<file path="src/rtl/cfe_pkg.sv">
// Shared types, constants and the DJB hash for the cuckoo filter engine.
// No dependencies; cfe_front, cfe_back and the top level import this package.
`default_nettype none

package cfe_pkg;

  // Hash seed and bit widths fixed by the item format
  localparam logic [15:0] DJB_SEED    = 16'd5381;
  localparam int          FP_W        = 16;
  localparam int          RELOC_W     = 4;
  localparam logic [3:0]  RELOC_RESET = 4'd8;

  // Opcode values of an input item
  localparam logic OP_INSERT = 1'b0;
  localparam logic OP_LOOKUP = 1'b1;

  // Configuration register index, taken from paddr[2]
  localparam logic REG_MAX_RELOC = 1'b0;

  // Queue depth between the front and back parts and at the result side
  localparam int QUEUE_DEPTH = 2;

  typedef struct packed {
    logic              opcode;
    logic [FP_W-1:0]   key;
    logic              victim_select;
  } in_item_t;

  typedef struct packed {
    logic               ok;
    logic [FP_W-1:0]    fingerprint;
    logic [RELOC_W-1:0] relocations_used;
  } out_item_t;

  // Classified command handed from the front part to the back part
  typedef struct packed {
    logic            lookup;
    logic            victim_select;
    logic [FP_W-1:0] fingerprint;
  } cmd_t;

  // 16-bit DJB hash of a 16-bit value, low byte first
  function automatic logic [15:0] djb16(input logic [15:0] v);
    logic [15:0] h;
    h = DJB_SEED;
    h = (h << 5) + h + {8'h00, v[7:0]};
    h = (h << 5) + h + {8'h00, v[15:8]};
    return h;
  endfunction

endpackage

`default_nettype wire

</file>
<file path="src/rtl/cfe_fifo.sv">
// Small synchronous queue used between the front and back parts and on the result side.
// Depends on nothing but its parameters.
`default_nettype none

module cfe_fifo #(
  parameter int WIDTH = 18,
  parameter int DEPTH = 2
) (
  input  wire logic             clk,
  input  wire logic             rst_n,
  input  wire logic             wr_en,
  input  wire logic [WIDTH-1:0] wr_data,
  output logic                  full,
  input  wire logic             rd_en,
  output logic [WIDTH-1:0]      rd_data,
  output logic                  empty
);

  localparam int PW = (DEPTH > 1) ? $clog2(DEPTH) : 1;
  localparam int CW = $clog2(DEPTH + 1);
  localparam logic [PW-1:0] LAST_PTR = PW'(DEPTH - 1);
  localparam logic [CW-1:0] FULL_CNT = CW'(DEPTH);

  logic [WIDTH-1:0] slot_r [DEPTH];
  logic [PW-1:0]    wr_ptr_r, wr_ptr_nxt;
  logic [PW-1:0]    rd_ptr_r, rd_ptr_nxt;
  logic [CW-1:0]    cnt_r, cnt_nxt;
  logic             do_wr, do_rd;

  assign full    = (cnt_r == FULL_CNT);
  assign empty   = (cnt_r == '0);
  assign rd_data = slot_r[rd_ptr_r];
  assign do_wr   = wr_en && !full;
  assign do_rd   = rd_en && !empty;

  // Advance pointers and occupancy
  always_comb begin
    wr_ptr_nxt = wr_ptr_r;
    rd_ptr_nxt = rd_ptr_r;
    cnt_nxt    = cnt_r;
    if (do_wr) begin
      wr_ptr_nxt = (wr_ptr_r == LAST_PTR) ? '0 : wr_ptr_r + 1'b1;
    end
    if (do_rd) begin
      rd_ptr_nxt = (rd_ptr_r == LAST_PTR) ? '0 : rd_ptr_r + 1'b1;
    end
    if (do_wr && !do_rd) begin
      cnt_nxt = cnt_r + 1'b1;
    end else if (do_rd && !do_wr) begin
      cnt_nxt = cnt_r - 1'b1;
    end
  end

  always_ff @(posedge clk) begin
    if (!rst_n) begin
      wr_ptr_r <= '0;
      rd_ptr_r <= '0;
      cnt_r    <= '0;
    end else begin
      wr_ptr_r <= wr_ptr_nxt;
      rd_ptr_r <= rd_ptr_nxt;
      cnt_r    <= cnt_nxt;
    end
  end

  // Store payload, no reset needed
  always_ff @(posedge clk) begin
    if (do_wr) begin
      slot_r[wr_ptr_r] <= wr_data;
    end
  end

endmodule

`default_nettype wire

</file>
<file path="src/rtl/cfe_front.sv">
// Front part: accepts input items, hashes the key and classifies the operation.
// Depends on cfe_pkg.
`default_nettype none

module cfe_front (
  input  wire logic              push,
  output logic                   full,
  input  wire cfe_pkg::in_item_t in_item,
  input  wire logic              cmd_full,
  input  wire logic              clr_busy,
  output logic                   cmd_push,
  output cfe_pkg::cmd_t          cmd
);

  import cfe_pkg::*;

  // Hold off items while the command queue is full or the store is being cleared
  assign full     = cmd_full || clr_busy;
  assign cmd_push = push && !full;

  // Classify and fingerprint
  always_comb begin
    cmd.lookup        = (in_item.opcode == OP_LOOKUP);
    cmd.victim_select = in_item.victim_select;
    cmd.fingerprint   = djb16(in_item.key);
  end

endmodule

`default_nettype wire

</file>
<file path="src/rtl/cfe_back.sv">
// Back part: bucket store and the insert / lookup / relocation sequencer.
// Depends on cfe_pkg; the bucket store memory lives inside this module.
`default_nettype none

module cfe_back #(
  parameter int BUCKET_COUNT = 128
) (
  input  wire logic               clk,
  input  wire logic               rst_n,
  input  wire logic [3:0]         max_reloc,
  input  wire logic               cmd_valid,
  input  wire cfe_pkg::cmd_t      cmd,
  output logic                    cmd_pop,
  input  wire logic               res_full,
  output logic                    res_push,
  output cfe_pkg::out_item_t      res_item,
  output logic                    clr_busy
);

  import cfe_pkg::*;

  localparam int IW = (BUCKET_COUNT > 1) ? $clog2(BUCKET_COUNT) : 1;
  localparam logic [IW-1:0] IDX_MASK = IW'(BUCKET_COUNT - 1);
  localparam logic [IW:0]   BC_EXT   = (IW + 1)'(BUCKET_COUNT);

  typedef enum logic [5:0] {
    ST_CLEAR = 6'b000001,
    ST_IDLE  = 6'b000010,
    ST_RD2   = 6'b000100,
    ST_EVAL  = 6'b001000,
    ST_ALT   = 6'b010000,
    ST_PROBE = 6'b100000
  } state_t;

  // Alternate bucket: index XOR masked hash of the fingerprint, folded into range
  function automatic logic [IW-1:0] alt_idx(input logic [IW-1:0] idx,
                                            input logic [15:0]   fp);
    logic [15:0] h;
    logic [IW:0] x;
    h = djb16(fp);
    x = {1'b0, idx ^ (h[IW-1:0] & IDX_MASK)};
    if (x >= BC_EXT) begin
      x = x - BC_EXT;
    end
    return x[IW-1:0];
  endfunction

  state_t       state_r, state_nxt;
  logic [IW-1:0] clr_idx_r, clr_idx_nxt;
  logic         lookup_r, lookup_nxt;
  logic         vsel_r, vsel_nxt;
  logic [15:0]  fp_r, fp_nxt;
  logic [IW-1:0] i1_r, i1_nxt;
  logic [IW-1:0] i2_r, i2_nxt;
  logic [15:0]  b1_r, b1_nxt;
  logic [IW-1:0] cur_r, cur_nxt;
  logic [15:0]  carry_r, carry_nxt;
  logic [3:0]   used_r, used_nxt;
  logic         res_ok;

  // Bucket store: one write and one registered read per cycle
  logic [15:0]   mem [BUCKET_COUNT];
  logic [15:0]   rd_data_r;
  logic          mem_we;
  logic [IW-1:0] mem_wa, mem_ra;
  logic [15:0]   mem_wd;

  always_ff @(posedge clk) begin
    if (mem_we) begin
      mem[mem_wa] <= mem_wd;
    end
    rd_data_r <= mem[mem_ra];
  end

  assign clr_busy = (state_r == ST_CLEAR);

  always_comb begin
    res_item.ok               = res_ok;
    res_item.fingerprint      = fp_r;
    res_item.relocations_used = used_r;
  end

  // Sequencer
  always_comb begin
    state_nxt   = state_r;
    clr_idx_nxt = clr_idx_r;
    lookup_nxt  = lookup_r;
    vsel_nxt    = vsel_r;
    fp_nxt      = fp_r;
    i1_nxt      = i1_r;
    i2_nxt      = i2_r;
    b1_nxt      = b1_r;
    cur_nxt     = cur_r;
    carry_nxt   = carry_r;
    used_nxt    = used_r;
    mem_we      = 1'b0;
    mem_wa      = cur_r;
    mem_wd      = carry_r;
    mem_ra      = cur_r;
    cmd_pop     = 1'b0;
    res_push    = 1'b0;
    res_ok      = 1'b0;
    case (state_r)
      ST_CLEAR: begin
        // Sweep zeros through the store after reset
        mem_we      = 1'b1;
        mem_wa      = clr_idx_r;
        mem_wd      = '0;
        clr_idx_nxt = clr_idx_r + 1'b1;
        if (clr_idx_r == IDX_MASK) begin
          state_nxt = ST_IDLE;
        end
      end
      ST_IDLE: begin
        // Take a command only when its result has a slot waiting
        if (cmd_valid && !res_full) begin
          cmd_pop    = 1'b1;
          lookup_nxt = cmd.lookup;
          vsel_nxt   = cmd.victim_select;
          fp_nxt     = cmd.fingerprint;
          i1_nxt     = cmd.fingerprint[IW-1:0] & IDX_MASK;
          mem_ra     = i1_nxt;
          used_nxt   = '0;
          state_nxt  = ST_RD2;
        end
      end
      ST_RD2: begin
        // First bucket arrives; fetch the second
        b1_nxt    = rd_data_r;
        i2_nxt    = alt_idx(i1_r, fp_r);
        mem_ra    = i2_nxt;
        state_nxt = ST_EVAL;
      end
      ST_EVAL: begin
        if (lookup_r) begin
          res_push  = 1'b1;
          res_ok    = (b1_r == fp_r) || (rd_data_r == fp_r);
          state_nxt = ST_IDLE;
        end else if (b1_r == '0) begin
          mem_we    = 1'b1;
          mem_wa    = i1_r;
          mem_wd    = fp_r;
          res_push  = 1'b1;
          res_ok    = 1'b1;
          state_nxt = ST_IDLE;
        end else if (rd_data_r == '0) begin
          mem_we    = 1'b1;
          mem_wa    = i2_r;
          mem_wd    = fp_r;
          res_push  = 1'b1;
          res_ok    = 1'b1;
          state_nxt = ST_IDLE;
        end else begin
          // Evict the chosen victim and carry it
          cur_nxt   = vsel_r ? i1_r : i2_r;
          carry_nxt = vsel_r ? b1_r : rd_data_r;
          mem_we    = 1'b1;
          mem_wa    = cur_nxt;
          mem_wd    = fp_r;
          state_nxt = ST_ALT;
        end
      end
      ST_ALT: begin
        // Move to the carried entry's alternate bucket and read it
        cur_nxt   = alt_idx(cur_r, carry_r);
        mem_ra    = cur_nxt;
        state_nxt = ST_PROBE;
      end
      ST_PROBE: begin
        if (rd_data_r == '0) begin
          mem_we    = 1'b1;
          res_push  = 1'b1;
          res_ok    = 1'b1;
          state_nxt = ST_IDLE;
        end else if (used_r >= max_reloc) begin
          // Limit reached: drop the carried entry
          res_push  = 1'b1;
          state_nxt = ST_IDLE;
        end else begin
          mem_we    = 1'b1;
          used_nxt  = used_r + 1'b1;
          carry_nxt = rd_data_r;
          state_nxt = ST_ALT;
        end
      end
      default: begin
        state_nxt = ST_IDLE;
      end
    endcase
  end

  always_ff @(posedge clk) begin
    if (!rst_n) begin
      state_r   <= ST_CLEAR;
      clr_idx_r <= '0;
    end else begin
      state_r   <= state_nxt;
      clr_idx_r <= clr_idx_nxt;
    end
  end

  // Working registers of the current item
  always_ff @(posedge clk) begin
    lookup_r <= lookup_nxt;
    vsel_r   <= vsel_nxt;
    fp_r     <= fp_nxt;
    i1_r     <= i1_nxt;
    i2_r     <= i2_nxt;
    b1_r     <= b1_nxt;
    cur_r    <= cur_nxt;
    carry_r  <= carry_nxt;
    used_r   <= used_nxt;
  end

endmodule

`default_nettype wire

</file>
<file path="src/rtl/cuckoo_filter_engine_core.sv">
// Top level of the cuckoo filter engine: configuration register, queues and the two parts.
// Depends on cfe_pkg, cfe_fifo, cfe_front and cfe_back.
//
//   Port group        Direction  Handshake           Payload
//   input items       in         push / full         in_item (opcode, key, victim_select)
//   result items      out        pop / empty         out_item (ok, fingerprint, relocations_used)
//   configuration     in/out     psel/penable/pready paddr, pwdata, prdata (relocation limit)
//
// A lookup or an insert that finds an empty bucket runs the sequencer states IDLE, RD2 and
// EVAL; an insert that evicts then runs ALT and PROBE for each probe, as the bucket store has
// a single read and write port (a probe is an address step and then a read-and-write step).
// Items are worked one at a time; two commands and two results can wait in the queues.
// After reset, full stays high while the store is swept to zero.
// A stalled result side fills the result queue, then the command queue, then raises full.
`default_nettype none

module cuckoo_filter_engine_core #(
  parameter int BUCKET_COUNT = 128
) (
  input  wire logic               clk,
  input  wire logic               rst_n,
  input  wire logic               push,
  output logic                    full,
  input  wire cfe_pkg::in_item_t  in_item,
  output logic                    empty,
  input  wire logic               pop,
  output cfe_pkg::out_item_t      out_item,
  input  wire logic               psel,
  input  wire logic               penable,
  input  wire logic               pwrite,
  input  wire logic [2:0]         paddr,
  input  wire logic [31:0]        pwdata,
  output logic [31:0]             prdata,
  output logic                    pready
);

  import cfe_pkg::*;

  localparam int CMD_W = $bits(cmd_t);
  localparam int RES_W = $bits(out_item_t);

  logic [3:0]     max_reloc_r, max_reloc_nxt;
  logic           cfg_wr;
  logic           cmd_push, cmd_full, cmd_empty, cmd_pop;
  cmd_t           cmd_in, cmd_out;
  logic [CMD_W-1:0] cmd_q_data;
  logic           res_push, res_full;
  out_item_t      res_item;
  logic [RES_W-1:0] res_q_data;
  logic           clr_busy;

  // Configuration register
  assign pready = 1'b1;
  assign cfg_wr = psel && penable && pwrite && pready && (paddr[2] == REG_MAX_RELOC);
  assign max_reloc_nxt = cfg_wr ? pwdata[3:0] : max_reloc_r;
  assign prdata = (paddr[2] == REG_MAX_RELOC) ? {28'd0, max_reloc_r} : '0;

  always_ff @(posedge clk) begin
    if (!rst_n) begin
      max_reloc_r <= RELOC_RESET;
    end else begin
      max_reloc_r <= max_reloc_nxt;
    end
  end

  cfe_front u_front (
    .push     (push),
    .full     (full),
    .in_item  (in_item),
    .cmd_full (cmd_full),
    .clr_busy (clr_busy),
    .cmd_push (cmd_push),
    .cmd      (cmd_in)
  );

  cfe_fifo #(
    .WIDTH (CMD_W),
    .DEPTH (QUEUE_DEPTH)
  ) u_cmd_q (
    .clk     (clk),
    .rst_n   (rst_n),
    .wr_en   (cmd_push),
    .wr_data (cmd_in),
    .full    (cmd_full),
    .rd_en   (cmd_pop),
    .rd_data (cmd_q_data),
    .empty   (cmd_empty)
  );

  assign cmd_out = cmd_t'(cmd_q_data);

  cfe_back #(
    .BUCKET_COUNT (BUCKET_COUNT)
  ) u_back (
    .clk       (clk),
    .rst_n     (rst_n),
    .max_reloc (max_reloc_r),
    .cmd_valid (!cmd_empty),
    .cmd       (cmd_out),
    .cmd_pop   (cmd_pop),
    .res_full  (res_full),
    .res_push  (res_push),
    .res_item  (res_item),
    .clr_busy  (clr_busy)
  );

  cfe_fifo #(
    .WIDTH (RES_W),
    .DEPTH (QUEUE_DEPTH)
  ) u_res_q (
    .clk     (clk),
    .rst_n   (rst_n),
    .wr_en   (res_push),
    .wr_data (res_item),
    .full    (res_full),
    .rd_en   (pop),
    .rd_data (res_q_data),
    .empty   (empty)
  );

  assign out_item = out_item_t'(res_q_data);

  // Checks on the sequencer and queues
  a_res_room: assert property (@(posedge clk) disable iff (!rst_n)
    res_push |-> !res_full)
    else $error("result written into a full result queue");

  a_cmd_avail: assert property (@(posedge clk) disable iff (!rst_n)
    cmd_pop |-> !cmd_empty)
    else $error("command taken from an empty command queue");

  a_reloc_limit: assert property (@(posedge clk) disable iff (!rst_n)
    res_push |-> (res_item.relocations_used <= max_reloc_r))
    else $error("relocation count beyond the configured limit");

  a_clear_quiet: assert property (@(posedge clk) disable iff (!rst_n)
    clr_busy |-> (empty && !res_push && !cmd_pop))
    else $error("item activity during the store clearing pass");

endmodule

`default_nettype wire
</file>
<file path="config.mk">
export PLATFORM = sky130hd
export DESIGN_NAME = cuckoo_filter_engine_core
export DESIGN_NICKNAME = d
export VERILOG_FILES = /design/src/rtl/cfe_pkg.sv /design/src/rtl/cfe_fifo.sv /design/src/rtl/cfe_front.sv /design/src/rtl/cfe_back.sv /design/src/rtl/cuckoo_filter_engine_core.sv
export SDC_FILE = /design/constraint.sdc
export NUM_CORES = 2
export LEC_CHECK = 0
export BUFFER_PORTS_ARGS = -buffer_cell sky130_fd_sc_hd__buf_2
export CELL_PAD_IN_SITES_DETAIL_PLACEMENT = 1
export CELL_PAD_IN_SITES_GLOBAL_PLACEMENT = 2
export CORE_UTILIZATION = 28
export CTS_BUF_LIST = sky130_fd_sc_hd__clkbuf_8
export DETAILED_ROUTE_END_ITERATION = 12
export GPL_ROUTABILITY_DRIVEN = 1
export PLACE_DENSITY_LB_ADDON = 0.15
export SYNTH_ARGS = -nofsm -noshare
export SYNTH_HDL_FRONTEND = slang
export SYNTH_SLANG_ARGS = --single-unit
</file>
<file path="constraint.sdc">
create_clock -name clk -period 11.5 [get_ports clk]
set_clock_uncertainty 0.05 [all_clocks]
set_input_delay 1.15 -clock clk [delete_from_list [all_inputs] [get_ports clk]]
set_output_delay 1.15 -clock clk [all_outputs]
set_load 0.005 [all_outputs]
</file>
==> results.yml <==
logic_synthesis:
  synth-seq-cells: 2237
  synth_top_family_by_area: "multiplexers"
  synthAdderAreaFrac: 0.00907
  netlist_instances: 5433
  netlist_area_mm2: 0.0894
  avgSynthCellArea_um2: 16.5
  synth-xor-area-share: 0.00971
  ys_async_sr_fraction: 0
  synth_edf_count: 2194
  synth_simple_gate_area_frac: 0.0808
  synth.area.mux_share: 0.0938
  synthDistinctLibCells: 74
  synth_flop_cell: "edfxtp_1"
  ys_seq_area_frac: 0.747
  yosysWarnings: 0
  synth-compound-area-share: 0.0412
clock_tree:
  cts_max_level: 5
  clk_latency_ns: 1.10
  cts_sinks: 2237
  root_buffer: "clkbuf_8"
  cts-hold-fix-buffers: 0
  clock_path_buffers: 4
  post_cts_buffers: 0
  cts_tree: "yes"
  cts_buffers: 405
  ctsResizeCount: 0
  path_clk_slew_ns: 0.06
routing:
  routed_wl_mm: 335
  postRouteAntennaNets: 0
  vias_per_cell: 5.07
  wl_per_cell_um: 32.4
  drtIter0Drc: 5048
  vias: 52500
  dr.pass1.iters: 6
  drc_errors: 0
sta:
  tightest_slew_ns: 1.28
  period_share: 0.610
  hold_slack_ns: 0.242
  finalHoldViolCount: 0
  setup_ws_ns: 4.48
  slew_violations: 0
  min_period_ns: 7.02
  fmax_mhz: 143
  relSlewSlack: 0.139
  setup_tns_ns: 0
  setup_violations: 0
  rsz0062_at_grt: "false"
worst_setup_path:
  cp-endpoint: "u_back.rd_data_r[9]"
  timing.rr.end: "u_back.rd_data_r[9]"
  crit_arrival_ns: 7.89
  cp-startpoint: "u_back.i1_r[1]"
  worstSetupPathType: "reg -> reg"
  critPathMaxFanout: 34
  endpoint_kind: "flop"
  crit_required_ns: 12.38
  rrSetupSlack_ns: 4.48
  reg2reg_from: "u_back.i1_r[1]"
  rr_worst_depth: 15
  startpoint_type: "flop"
placed_design:
  dp_cells: 9630
  dp_hpwl_mm: 203
  dp_worst_setup_slack_ns: 4.53
  gp_congestion: 0.793
  io_buffers: 56
power:
  ir_drop_uv: 75.3
  p_leak_nw: 34.0
  power.density_mw_per_mm2: 154
run:
  maxCapViolations: 0
floorplan:
  start_util: 0.281
  dieArea_mm2: 0.322
  die_width_um: 567
  ioPinCount: 116
  die_h_um: 567
  coreArea_mm2: 0.318
  num_rows: 207
grt:
  grt_usage: 0.205
  grt_max_degree: 91
  grt_pass1_vias: 54400
  grt_first_pass_wirelength_mm: 460
  antenna_found_initial: 24
  grt_remaining_overflow: 0
layout:
  fin_cells: 10400
  drive_gt1_frac: 0.209
  layout.nets: 5977
  area_growth_syn_to_layout_pct: 15.7
hold_path:
  worst_hold_path_type: "in -> reg"
run_status:
  status: "complete, no violations"
-- cell usage in the layout, fill, tap and decap left out, types with 56 or more instances in the layout --
cell         n
a31oi_1     66
mux2i_1    212
a21oi_1     88
buf_4      245
nor2_2     119
nand2_1    883
mux2_2      62
mux4_2     247
inv_1      182
xnor2_1     74
nor2_1      56
a32oi_1     86
clkinv_1   105
nand3_1    259
edfxtp_1  2194
clkbuf_8   410
buf_2       56
nand4_1     66
-- cell type report --
class	count	area, µm²
timing repair buffer	309	2280
antenna	10	25.0
fill	32600	214000
multi-input combinational	2873	21900
clock inverter	313	1520
sequential	2237	66700
inverter	31	116
tap	4180	5230
clock buffer	410	5640
-- flip-flops by register name (all words and copies together) (netlist names), 10 cells and up, named ones only --
signal / flops
u_back.carry_r: 16
u_back.b1_r: 16
u_res_q.slot_r: 42
u_cmd_q.slot_r: 36
u_back.fp_r: 10
u_back.mem: 2048
u_back.rd_data_r: 16
-- power breakdown --
part           total (W)  internal, W  switching, W  leakage [nW]
combinational   0.000181    0.0000554      0.000125          9.69
clock            0.00690      0.00339       0.00351          4.20
sequential       0.00886      0.00885    0.00000557          20.1
total             0.0159       0.0123       0.00364          34.0
-- worst min path at each step --
| stage | from | to | slack (ns) | cells past startpoint |
|---|---|---|---|---|
| 2_1_floorplan | u_back.i1_r[2] | u_res_q.slot_r[0][6] | 0.39 | 0 |
| 6_report | in_item[0] | u_cmd_q.slot_r[1][16] | 0.24 | 1 |
| 3_5_place_dp | u_cmd_q.cnt_r[1] | u_cmd_q.cnt_r[1] | 0.48 | 2 |
| 5_1_grt | in_item[0] | u_cmd_q.slot_r[0][16] | 0.19 | 1 |
| 4_1_cts | in_item[0] | u_cmd_q.slot_r[1][16] | 0.11 | 1 |
| 3_3_place_gp | u_cmd_q.cnt_r[1] | u_cmd_q.cnt_r[1] | 0.45 | 2 |
-- kinds of logic after synthesis --
family,after synthesis
AOI/OAI and AO/OA,523
xor gates and xnor gates,96
adders and majority gates,60
buffers and inverters,350
DFF,2237
muxes,521
other,2
and+or+nand+nor,1644
-- critical path: stages, from the launching register on --
cell and delay [ns]:
edfxtp_1 0.73, ha_1 0.37, ha_1 0.29, ha_1 0.22, fa_1 0.53, xor2_1 0.20, nand3_1 0.13, o211ai_1 0.24
nor2_4 0.57, buf_4 0.57, buf_4 0.68, nand2_1 0.56, o221ai_1 0.50, nor4_1 0.23, a211oi_1 0.70, o21ai_1 0.17
-- metrics by stage --
stage | instance area (µm²) | utilization | power, W
finish | 103000 | 0.325 | 0.0159
global route | 103000 | 0.325 | 0.0165
CTS | 103000 | 0.325 | 0.0162
detailed placement | 96200 | 0.303 | 0.00921
global placement | 96200 | 0.303 | 0.00921
floorplan | 89500 | - | 0.00913
-- synthesized netlist by cell type (31+ instances only) --
library cell | instances | area (µm²)
edfxtp_1 | 2194 | 65900
nand2_1 | 902 | 3390
nand3_1 | 261 | 1310
mux4_2 | 247 | 5560
mux2i_1 | 212 | 2120
nor2_1 | 202 | 758
clkbuf_1 | 142 | 533
buf_2 | 95 | 475
a21oi_1 | 88 | 440
a32oi_1 | 86 | 753
xnor2_1 | 74 | 648
a31oi_1 | 66 | 413
nand4_1 | 66 | 413
mux2_2 | 62 | 698
and3_1 | 53 | 332
ha_1 | 52 | 651
o21ai_0 | 50 | 250
a211oi_1 | 47 | 353
buf_4 | 45 | 338
dfxtp_1 | 43 | 861
o22ai_1 | 37 | 231
nor3_1 | 36 | 180
inv_1 | 31 | 116
-- layer usage --
layer / routed length (µm) / vias to the layer above / global-route usage
li1: - / 22100 / -
met1: 151000 / 28500 / 0.284
met2: 161000 / 1444 / 0.341
met3: 15100 / 445 / 0.0228
met4: 8040 / 4 / 0.0519
met5: 31 / - / 0
Note: power is estimated with default switching activity, not from simulation.
